## config.mk

```make
export PLATFORM = sky130hd
export DESIGN_NAME = combined_lcg_shuffle_rng_top
export DESIGN_NICKNAME = d
export VERILOG_FILES = /design/src/design/clsr_pkg.sv /design/src/design/clsr_datapath.sv /design/src/design/clsr_ctrl.sv /design/src/design/combined_lcg_shuffle_rng_top.sv
export SDC_FILE = /design/constraint.sdc
export NUM_CORES = 2
export LEC_CHECK = 0
export BUFFER_PORTS_ARGS = -buffer_cell sky130_fd_sc_hd__buf_2
export CORE_MARGIN = 4
export CORE_UTILIZATION = 58
export CTS_CLUSTER_SIZE = 40
export DETAILED_ROUTE_END_ITERATION = 12
export MAX_ROUTING_LAYER = met4
export PLACE_DENSITY = 0.79
export SLEW_MARGIN = 10
export SYNTH_ARGS = -nofsm -noshare
export SYNTH_HDL_FRONTEND = slang
export SYNTH_SLANG_ARGS = --single-unit
```

## constraint.sdc

```tcl
create_clock -name clk -period 6.8 [get_ports clk]
set_clock_uncertainty 0.15 [all_clocks]
set_input_delay 1.36 -clock clk [delete_from_list [all_inputs] [get_ports clk]]
set_output_delay 1.36 -clock clk [all_outputs]
set_load 0.1 [all_outputs]
```

## src/design/clsr_pkg.sv

```systemverilog
// shared constants, command struct and arithmetic helpers for the shuffled combined generator
package clsr_pkg;

    localparam int unsigned TABLE_DEPTH = 32;
    localparam int unsigned ADDR_W      = $clog2(TABLE_DEPTH);
    localparam int unsigned WORD_W      = 31;
    localparam int unsigned MULT_W      = 16;
    localparam int unsigned PROD_W      = WORD_W + MULT_W;
    localparam int unsigned FOLD_W      = 8;
    localparam int unsigned WARM_W      = $clog2(TABLE_DEPTH + 8);

    localparam logic [MULT_W-1:0] GEN_A1 = 16'd40014;
    localparam logic [MULT_W-1:0] GEN_A2 = 16'd40692;
    localparam logic [WORD_W-1:0] GEN_M1 = 31'd2147483563;
    localparam logic [WORD_W-1:0] GEN_M2 = 31'd2147483399;
    localparam logic [WORD_W-1:0] GEN_MM1 = GEN_M1 - 31'd1;
    localparam logic [WORD_W-1:0] GEN2_RESET = 31'd123456789;

    // modulus = 2^31 - fold constant
    localparam logic [FOLD_W-1:0] GEN_C1 = FOLD_W'(32'h8000_0000 - {1'b0, GEN_M1});
    localparam logic [FOLD_W-1:0] GEN_C2 = FOLD_W'(32'h8000_0000 - {1'b0, GEN_M2});

    // slot = last / SLOT_DIV via reciprocal estimate plus one correction
    localparam longint unsigned SLOT_DIV   = 64'd1 + 64'(GEN_MM1) / 64'(TABLE_DEPTH);
    localparam int unsigned     SLOT_SHIFT = 37;
    localparam longint unsigned SLOT_RECIP = (64'd1 << SLOT_SHIFT) / SLOT_DIV;
    localparam int unsigned     RECIP_W    = $clog2(SLOT_RECIP + 64'd1);
    localparam int unsigned     RPROD_W    = WORD_W + RECIP_W;
    localparam int unsigned     QUOT_W     = $clog2(TABLE_DEPTH + 2);
    localparam int unsigned     THR_W      = WORD_W + QUOT_W;

    typedef struct packed {
        logic              load_seed;
        logic              mul;
        logic              step_first;
        logic              step_second;
        logic              calc_slot;
        logic              warm_wr;
        logic              warm_last;
        logic              rd_table;
        logic              finish;
        logic [WARM_W-1:0] warm_addr;
    } cmd_t;

    // reduce a*z modulo 2^31 - c, product below 2^47
    function automatic logic [WORD_W-1:0] mod_fold(
        input logic [PROD_W-1:0] prod,
        input logic [FOLD_W-1:0] fold_c,
        input logic [WORD_W-1:0] modulus
    );
        logic [MULT_W+FOLD_W-1:0] hi_term;
        logic [WORD_W:0]          sum;
        hi_term = {{FOLD_W{1'b0}}, prod[PROD_W-1:WORD_W]} * {{MULT_W{1'b0}}, fold_c};
        sum = {{(WORD_W + 1 - MULT_W - FOLD_W){1'b0}}, hi_term} + {1'b0, prod[WORD_W-1:0]};
        if (sum >= {1'b0, modulus})
        begin
            sum = sum - {1'b0, modulus};
        end
        return sum[WORD_W-1:0];
    endfunction

    // k * SLOT_DIV
    function automatic logic [THR_W-1:0] slot_threshold(input logic [QUOT_W-1:0] k);
        return {{WORD_W{1'b0}}, k} * THR_W'(SLOT_DIV);
    endfunction

endpackage

```

## src/design/clsr_datapath.sv

```systemverilog
// generators, slot divider, shuffle memory and sample arithmetic
module clsr_datapath (
    input  logic                           clk,
    input  logic                           rst_n,
    input  clsr_pkg::cmd_t                 cmd,
    input  logic [clsr_pkg::WORD_W-1:0]    seed,
    output logic [clsr_pkg::WORD_W-1:0]    sample
);
    import clsr_pkg::*;

    logic [WORD_W-1:0]  g1_reg;
    logic [WORD_W-1:0]  g2_reg;
    logic [WORD_W-1:0]  last_reg;
    logic [PROD_W-1:0]  prod1_reg;
    logic [PROD_W-1:0]  prod2_reg;
    logic [QUOT_W-1:0]  qest_reg;
    logic [ADDR_W-1:0]  slot_reg;
    logic [WORD_W-1:0]  rd_data_reg;
    logic               rd_valid_reg;
    logic [WORD_W-1:0]  sample_reg;
    logic [TABLE_DEPTH-1:0] valid_reg;
    logic [WORD_W-1:0]  shuf_mem [TABLE_DEPTH];

    logic [WORD_W-1:0]  seed_eff;
    logic [WORD_W-1:0]  g1_fold;
    logic [WORD_W-1:0]  g2_fold;
    logic [PROD_W-1:0]  prod1_next;
    logic [PROD_W-1:0]  prod2_next;
    logic [RPROD_W-1:0] recip_prod;
    logic [QUOT_W-1:0]  quot_inc;
    logic [QUOT_W-1:0]  quot;
    logic [ADDR_W-1:0]  slot_next;
    logic [THR_W-1:0]   thr;
    logic               wr_en;
    logic [ADDR_W-1:0]  wr_addr;
    logic [WORD_W-1:0]  wr_data;
    logic [WORD_W-1:0]  tbl_word;
    logic [WORD_W:0]    diff;
    logic [WORD_W-1:0]  sample_next;

    assign seed_eff   = (seed == '0) ? WORD_W'(1) : seed;
    assign prod1_next = {{WORD_W{1'b0}}, GEN_A1} * {{MULT_W{1'b0}}, g1_reg};
    assign prod2_next = {{WORD_W{1'b0}}, GEN_A2} * {{MULT_W{1'b0}}, g2_reg};
    assign g1_fold    = mod_fold(prod1_reg, GEN_C1, GEN_M1);
    assign g2_fold    = mod_fold(prod2_reg, GEN_C2, GEN_M2);
    assign recip_prod = {{RECIP_W{1'b0}}, last_reg} * {{WORD_W{1'b0}}, RECIP_W'(SLOT_RECIP)};

    always_comb
    begin
        quot_inc = qest_reg + QUOT_W'(1);
        thr      = slot_threshold(quot_inc);
        quot     = ({{QUOT_W{1'b0}}, last_reg} >= thr) ? quot_inc : qest_reg;
        if (quot > QUOT_W'(TABLE_DEPTH - 1))
        begin
            slot_next = ADDR_W'(TABLE_DEPTH - 1);
        end
        else
        begin
            slot_next = quot[ADDR_W-1:0];
        end
    end

    always_comb
    begin
        tbl_word = rd_valid_reg ? rd_data_reg : '0;
        if (tbl_word > g2_reg)
        begin
            diff = {1'b0, tbl_word} - {1'b0, g2_reg};
        end
        else
        begin
            diff = {1'b0, tbl_word} + {1'b0, GEN_MM1} - {1'b0, g2_reg};
        end
        sample_next = diff[WORD_W-1:0];
    end

    assign wr_en   = cmd.warm_wr | cmd.finish;
    assign wr_addr = cmd.warm_wr ? cmd.warm_addr[ADDR_W-1:0] : slot_reg;
    assign wr_data = cmd.warm_wr ? g1_fold : g1_reg;

    always_ff @(posedge clk or negedge rst_n)
    begin
        if (!rst_n)
        begin
            g1_reg    <= WORD_W'(1);
            g2_reg    <= GEN2_RESET;
            last_reg  <= '0;
            valid_reg <= '0;
        end
        else
        begin
            if (cmd.load_seed)
            begin
                g1_reg <= seed_eff;
                g2_reg <= seed_eff;
            end
            else
            begin
                if (cmd.step_first)
                begin
                    g1_reg <= g1_fold;
                end
                if (cmd.step_second)
                begin
                    g2_reg <= g2_fold;
                end
            end
            if (cmd.warm_last)
            begin
                last_reg <= g1_fold;
            end
            else if (cmd.finish)
            begin
                last_reg <= sample_next;
            end
            if (wr_en)
            begin
                valid_reg[wr_addr] <= 1'b1;
            end
        end
    end

    always_ff @(posedge clk)
    begin
        if (cmd.mul)
        begin
            prod1_reg <= prod1_next;
            prod2_reg <= prod2_next;
            qest_reg  <= recip_prod[SLOT_SHIFT +: QUOT_W];
        end
        if (cmd.calc_slot)
        begin
            slot_reg <= slot_next;
        end
        if (cmd.finish)
        begin
            sample_reg <= sample_next;
        end
    end

    // shuffle memory, one write and one registered read
    always_ff @(posedge clk)
    begin
        if (wr_en)
        begin
            shuf_mem[wr_addr] <= wr_data;
        end
        if (cmd.rd_table)
        begin
            rd_data_reg  <= shuf_mem[slot_reg];
            rd_valid_reg <= valid_reg[slot_reg];
        end
    end

    assign sample = sample_reg;

endmodule

```

## src/design/clsr_ctrl.sv

```systemverilog
// sequencer for warm-up, draw steps and the output register handshake
module clsr_ctrl (
    input  logic           clk,
    input  logic           rst_n,
    input  logic           s_tvalid,
    output logic           s_tready,
    input  logic           reseed,
    output logic           m_tvalid,
    input  logic           m_tready,
    output clsr_pkg::cmd_t cmd
);
    import clsr_pkg::*;

    typedef enum logic [6:0] {
        IDLE  = 7'b0000001,
        WMUL  = 7'b0000010,
        WFOLD = 7'b0000100,
        MUL   = 7'b0001000,
        FOLD  = 7'b0010000,
        READ  = 7'b0100000,
        OUT   = 7'b1000000
    } state_t;

    localparam logic [WARM_W-1:0] WARM_LAST = WARM_W'(TABLE_DEPTH + 7);

    state_t            state_reg;
    state_t            state_next;
    logic [WARM_W-1:0] n_reg;
    logic [WARM_W-1:0] n_next;
    logic              out_valid_reg;
    logic              out_valid_next;

    assign s_tready = (state_reg == IDLE);
    assign m_tvalid = out_valid_reg;

    always_comb
    begin
        cmd           = '0;
        cmd.warm_addr = n_reg;
        state_next    = state_reg;
        n_next        = n_reg;
        unique case (state_reg)
            IDLE:
            begin
                if (s_tvalid)
                begin
                    cmd.load_seed = reseed;
                    n_next        = WARM_LAST;
                    state_next    = reseed ? WMUL : MUL;
                end
            end
            WMUL:
            begin
                cmd.mul    = 1'b1;
                state_next = WFOLD;
            end
            WFOLD:
            begin
                cmd.step_first = 1'b1;
                cmd.warm_wr    = (n_reg < WARM_W'(TABLE_DEPTH));
                if (n_reg == '0)
                begin
                    cmd.warm_last = 1'b1;
                    state_next    = MUL;
                end
                else
                begin
                    n_next     = n_reg - WARM_W'(1);
                    state_next = WMUL;
                end
            end
            MUL:
            begin
                cmd.mul    = 1'b1;
                state_next = FOLD;
            end
            FOLD:
            begin
                cmd.step_first  = 1'b1;
                cmd.step_second = 1'b1;
                cmd.calc_slot   = 1'b1;
                state_next      = READ;
            end
            READ:
            begin
                cmd.rd_table = 1'b1;
                state_next   = OUT;
            end
            OUT:
            begin
                // hold until the output register is free
                if (!out_valid_reg || m_tready)
                begin
                    cmd.finish = 1'b1;
                    state_next = IDLE;
                end
            end
            default:
            begin
                state_next = IDLE;
            end
        endcase
    end

    always_comb
    begin
        out_valid_next = out_valid_reg;
        if (cmd.finish)
        begin
            out_valid_next = 1'b1;
        end
        else if (m_tready)
        begin
            out_valid_next = 1'b0;
        end
    end

    always_ff @(posedge clk or negedge rst_n)
    begin
        if (!rst_n)
        begin
            state_reg     <= IDLE;
            n_reg         <= '0;
            out_valid_reg <= 1'b0;
        end
        else
        begin
            state_reg     <= state_next;
            n_reg         <= n_next;
            out_valid_reg <= out_valid_next;
        end
    end

`ifndef SYNTHESIS
    a_reseed_starts_warmup: assert property (@(posedge clk) disable iff (!rst_n)
        (s_tvalid && s_tready && reseed) |=> (state_reg == WMUL && n_reg == WARM_LAST))
        else $error("reseed item did not start warm-up");
    a_warmup_ends_in_draw: assert property (@(posedge clk) disable iff (!rst_n)
        (state_reg == WFOLD && n_reg == '0) |=> (state_reg == MUL))
        else $error("warm-up did not hand over to draw");
    a_result_from_out: assert property (@(posedge clk) disable iff (!rst_n)
        $rose(out_valid_reg) |-> $past(state_reg == OUT))
        else $error("result appeared outside output step");
    a_draw_order: assert property (@(posedge clk) disable iff (!rst_n)
        (state_reg == FOLD) |=> (state_reg == READ) ##1 (state_reg == OUT))
        else $error("draw steps out of order");
`endif

endmodule

```

## src/design/combined_lcg_shuffle_rng_top.sv

```systemverilog
// top level: stream ports, seed register and controller/datapath wiring
// an accepted draw item passes the MUL, FOLD, READ and OUT states before m_tvalid; OUT
// waits for the output register, and a new item is taken only after the result is registered
// reseed adds TABLE_DEPTH+8 warm-up steps (WMUL, then WFOLD): the first generator's
// multiply and fold run once per warm-up step
// reset: generators load 1 and 123456789, seed register 1, table reads as zero
module combined_lcg_shuffle_rng_top (
    input  logic        clk,
    input  logic        rst_n,
    input  logic        s_tvalid,
    output logic        s_tready,
    input  logic [7:0]  s_tdata,   // [0] reseed, [7:1] zero
    output logic        m_tvalid,
    input  logic        m_tready,
    output logic [31:0] m_tdata,   // [30:0] sample, [31] zero
    input  logic        psel,
    input  logic        penable,
    input  logic        pwrite,
    input  logic [2:0]  paddr,
    input  logic [31:0] pwdata,
    output logic [31:0] prdata,
    output logic        pready
);
    import clsr_pkg::*;

    localparam logic REG_SEED = 1'b0;

    logic [WORD_W-1:0] seed_reg;
    logic [WORD_W-1:0] sample;
    logic              cfg_wr;
    cmd_t              cmd;

    assign pready = 1'b1;
    assign cfg_wr = psel && penable && pwrite && (paddr[2] == REG_SEED);
    assign prdata = (paddr[2] == REG_SEED) ? {1'b0, seed_reg} : '0;

    always_ff @(posedge clk or negedge rst_n)
    begin
        if (!rst_n)
        begin
            seed_reg <= WORD_W'(1);
        end
        else if (cfg_wr)
        begin
            seed_reg <= pwdata[WORD_W-1:0];
        end
    end

    clsr_ctrl u_ctrl (
        .clk      (clk),
        .rst_n    (rst_n),
        .s_tvalid (s_tvalid),
        .s_tready (s_tready),
        .reseed   (s_tdata[0]),
        .m_tvalid (m_tvalid),
        .m_tready (m_tready),
        .cmd      (cmd)
    );

    clsr_datapath u_datapath (
        .clk    (clk),
        .rst_n  (rst_n),
        .cmd    (cmd),
        .seed   (seed_reg),
        .sample (sample)
    );

    assign m_tdata = {1'b0, sample};

endmodule

```

* Yosys cells after proc, flatten, opt, wreduce, memory -nomap -nowiden *
Memory sizes are Yosys's and may differ from the RTL's. A register that Yosys moved wholly into a read port is not among the register bits.
Index checks and enable logic that the tools add are counted.
Widths: inputs -> output; s select.

storage, ports and cells
  register bits after elaboration = 303
  latch bits = 0
  bits in writable memories = 992
  bits in read-only memories = 0
  input port bits = 50
  output and inout port bits = 67
  word-level logic and storage cells = 109
  memories = 1

cells by class
  $add $sub $neg = 9
  $mul = 5
  divide/modulo/power cells = 0
  magnitude comparators = 9
  equality and inequality tests = 10
  shift-type cells = 0
  mux-type cells = 41
  bitwise operators = 3
  reduce and logical (&&, ||, !) cells = 17

memory list
  name                 words  width  read ports  clocked after memory_dff  wr ports  line                 text
  u_datapath.shuf_mem  32     31     1           1                         1         clsr_datapath.sv:22  logic [WORD_W-1:0] shuf_mem [TABLE_DEPTH];

operators with widths
  kind                    number
  $mux 31                 13
  $ge 32x31->1 const B    2
  $sub 31x31->31          2
  $sub 31x31->31 const B  2
  $pmux 7 s7              1
  $mul 15x31->46 const A  1
  $mul 14x31->45 const A  1
  $add 23x31->32          1
  $add 24x31->32          1
  $ge 31x32->1            1
  $or 32x32->32           1
  $add 31x31->31 const B  1
  $gt 31x31->1            1
  $logic_not 31->1        1
  $mul 6x25->31 const B   1
  $mul 16x8->24 const B   1
  $mul 16x7->23 const B   1
  $mux 6                  3
  $mux 1                  14
  $mux 7                  2
  $lt 5x6->1 const B      2
  $pmux 6 s2              1
  $reduce_bool 2->1       5
  $mux 4                  2
  other kinds (27)        33

* Longest topological paths before layout *
  depth after elaboration = 9
  gate-level depth with buffers = 28
  gate-level depth less buffers = 27

* Cells and area by module *
Synthesis repeated with hierarchy kept, for this count alone.

second synthesis, totals
  cells, all modules = 5970
  area total of the unflattened synthesis = 80883.8 um2

by module, submodules not included
  module                        instances  cells an instance  area each (um2)  sequential area each (um2)
  clsr_datapath                 1          5769               78466.5          37862.6
  combined_lcg_shuffle_rng_top  1          105                1531.5           777.0
  clsr_ctrl                     1          96                 885.8            351.6

* Least setup slack after synthesis *
Ideal clock, no wire load.

  path type = flip-flop to flip-flop
  from = reg u_datapath.prod1_reg[38]
  to = mem u_datapath.shuf_mem[0][15], data pin
  data arrival time = 6682 ps
  data required time = 6196 ps
  path slack = -486 ps
  cell stages (with the launch flop) = 21
  clock period less this slack = 7286 ps
  cell sequence = edfxtp_1 ha_1 inv_1 fa_1 inv_1 fa_1 fa_1 ha_1 clkbuf_1 nand2_1 o21a_1 o31ai_1 nor3_1 nor4b_1 nand4_1 nor4b_1 a31oi_1 clkbuf_1 nor4b_1 xor2_1 o21ai_0

between the ends
  word-level cells in the longest chain between the ends = 5
  elaborated cells on any way between the ends = 6
  classes of those cells = add/sub (2); mul (1); order compare (1); mux (2)

RTL lines
  what                                            line                            text
  start, declared                                 clsr_datapath.sv:14             logic [PROD_W-1:0] prod1_reg;
  start signal, assigned                          clsr_datapath.sv:127            prod1_reg <= prod1_next;
  $mul 16x7->23 *                                 clsr_pkg.sv:53                  hi_term = {{FOLD_W{1'b0}}, prod[PROD_W-1:WORD_W]} * {{MULT_W{1'b0}}, fold_c};
  $add 23x31->32 *                                clsr_pkg.sv:54                  sum = {{(WORD_W + 1 - MULT_W - FOLD_W){1'b0}}, hi_term} + {1'b0, prod[WORD_W-1:0]};
  $sub 31x31->31 or $ge 32x31->1 (tied branches)  clsr_pkg.sv:57, clsr_pkg.sv:55
  $mux 31 *                                       clsr_pkg.sv:55                  if (sum >= {1'b0, modulus})
  $mux 31 *                                       clsr_datapath.sv:79             assign wr_data = cmd.warm_wr ? g1_fold : g1_reg;
  via u_datapath.wr_data[15]                      clsr_datapath.sv:36             logic [WORD_W-1:0] wr_data;
  end, declared                                   clsr_datapath.sv:22

The timed path passes the listed nets; every way through them passes the cells marked *.

* Worst setup path in the final report *
  from = reg u_datapath.prod1_reg[33]
  to = mem u_datapath.shuf_mem[17][3], data pin

The elaborated chain is that of the path after synthesis.

==> results.ini <==
[sta]
drv_slew=0
max_freq_mhz=147.6
fin_hold_ws_ps=317.9
tns_ps=0
hold_viol=0
rsz0062_at_grt=true
fin_crit_sh=0.9965
fin_crit_ps=6776
worstMarginPinSlew_ps=1365
setup_viol=0
max_slew_margin=0.08879

[layout]
fin_cells=8011
final_common_cell=edfxtp_1
drive_above_1_share=0.1945
nets=7210
fillerInstances=9120
syn2layout_area_growth_pct=12.84
final_area_mm2=0.08967
final_cell_mix=edfxtp_1, inv_1, ha_1
largest_reg_flops=992

[worst_setup_path]
cp-start-kind=register
critPathMaxFanout=32
critical_path_class=reg -> reg
required_ps=7140
crit_arrival_ps=7120
endpoint_kind=register

[floorplanning]
initial_utilization=0.5851
core_mm2=0.1358
die_h_um=378.2
io_pins=117
die_area_mm2=0.1430
rows=135
fp.dieW_um=378.2

[clock_network]
clockBufferDepth=3
cts_tree=built
clock_latency_ps=770
hold_buffers=0
clockRootBuffer=clkbuf_16
cts.reportedPaths.clkPinSlew_ps=60
clock_sinks=1326
htreeDepth=4
numCtsBuffers=138

[grt]
antenna_found_initial=14
overflow=0
grt_pass1_wl_um=340800
grt_pass1_vias=52950
grt_max_degree=149
grt_usage=0.3358

[yosys]
synth_seq_area_share=0.4907
synthCells=5725
yosys_warnings=0
synth_edf_count=1156
syn_area_mm2=0.07947
synth_top_area_frac=0.4368
synth.distinct_cells=87
syn_avg_cell_area_um2=13.88
async_flop_share=0.1282
synthTopCellsByArea=edfxtp_1, fa_1, ha_1
synth_seq_cells=1326
synth_ff_type=edfxtp_1
yosys.area.top_type=edfxtp_1

[worst_hold_path]
hold_path_class=reg -> reg

[routing]
first_pass_iters=6
totalWireLength_um=230500
num_vias=51770
drc=0
post_drt_wl_per_cell_um=28.78
drt_iter0_markers=6476
antenna_left=0
via_per_inst=6.463

[place]
io_buffers=103
place.gp.congestion=1.030
placed_cells=7700
dp.final_hpwl_um=157100
dpl-instance-area_mm2=0.08433

[status]
status=completed

[job]
drv_cap=0

## timing repair
action,in CTS,in global routing
resized for setup,4,92
endpoints found under the setup margin,42,1056
cloned,0,0
pin swaps,1,19
buffers inserted,2,36
## routing by layer
layer	vias to the layer above	routed length, µm	global-route usage
li1	21490	-	-
met1	26070	83300	0.4214
met2	3392	108300	0.5173
met3	816	25840	0.08511
met4	0	13110	0.1583
met5	-	0	-
## path summary, 6_finish.rpt
path / start / slack (ps) / cells after the start / end
setup / recovery: u_datapath.prod1_reg[33]$_DFFE_PP_ / 20 / 24 / u_datapath.shuf_mem[17][3]$_DFFE_PP_
hold / removal: u_datapath.valid_reg[11]$_DFFE_PN0N_ / 320 / 1 / u_datapath.valid_reg[11]$_DFFE_PN0N_
setup reg to reg: u_datapath.prod1_reg[33]$_DFFE_PP_ / 20 / 24 / u_datapath.shuf_mem[17][3]$_DFFE_PP_
hold reg to reg: u_datapath.valid_reg[11]$_DFFE_PN0N_ / 320 / 1 / u_datapath.valid_reg[11]$_DFFE_PN0N_
max in group asynchronous: rst_n / 4420 / 2 / u_datapath.g1_reg[6]$_DFFE_PN0P_
min in group asynchronous: rst_n / 540 / 1 / u_datapath.valid_reg[19]$_DFFE_PN0N_
## through the flow
step / setup slack, ps / util
2_1_floorplan: 61.62 / -
3_3_place_gp: 80.00 / 0.6210
3_5_place_dp: -23.99 / 0.6210
4_1_cts: -11.99 / 0.6552
5_1_grt: -102.2 / 0.6601
6_report: 23.62 / 0.6603
## layout make-up
class	count	area [µm²]	share of cell area
sequential	1326	39020	0.4352
multi-input combinational	3403	37480	0.4180
clock buffer	184	3771	0.04206
timing repair buffer	394	3154	0.03518
inverter	835	3134	0.03495
tap	1781	2228	0.02485
clock inverter	69	833.3	0.009293
antenna	19	47.55	0.0005302
## synth_stat cells (70+ instances only)
master    count
inv_1       835
a21oi_1     204
fa_1        469
clkbuf_1    123
edfxtp_1   1156
nor2_1      217
o21ai_0     206
xor2_1       82
nand3_1      70
nand2_1     215
ha_1        593
mux4_2      321
dfrtp_1     151
xnor2_1     148
a21o_1      100
## worst max-delay path: stages, from the launching register on
cell and delay (ps):
edfxtp_1 550, ha_1 360, inv_1 50, fa_1 530
inv_1 50, fa_1 510, fa_1 500, ha_1 380
a21oi_1 200, o211ai_1 190, buf_4 190, buf_4 130
and3_1 200, nor2_1 380, nand3_1 170, nor2_1 260
and4_1 340, a31oi_4 150, buf_6 170, buf_12 140
buf_4 150, nor2b_1 200, xnor2_2 180, o21ai_2 110
buf_12 210
## cells by family after synthesis
group | Yosys count | share of synthesized area
flops | 1326 | 0.4907
fa+ha+maj | 1062 | 0.2115
buf+inv | 997 | 0.04735
simple gates | 865 | 0.05445
compound gates | 837 | 0.06785
mux | 406 | 0.1027
xor+xnor | 230 | 0.02535
other cells | 2 | 0.00009451
Power is left out: the tool's default activity adds up to more than one toggle a clock period on the data nets, which glitch-free logic cannot reach.
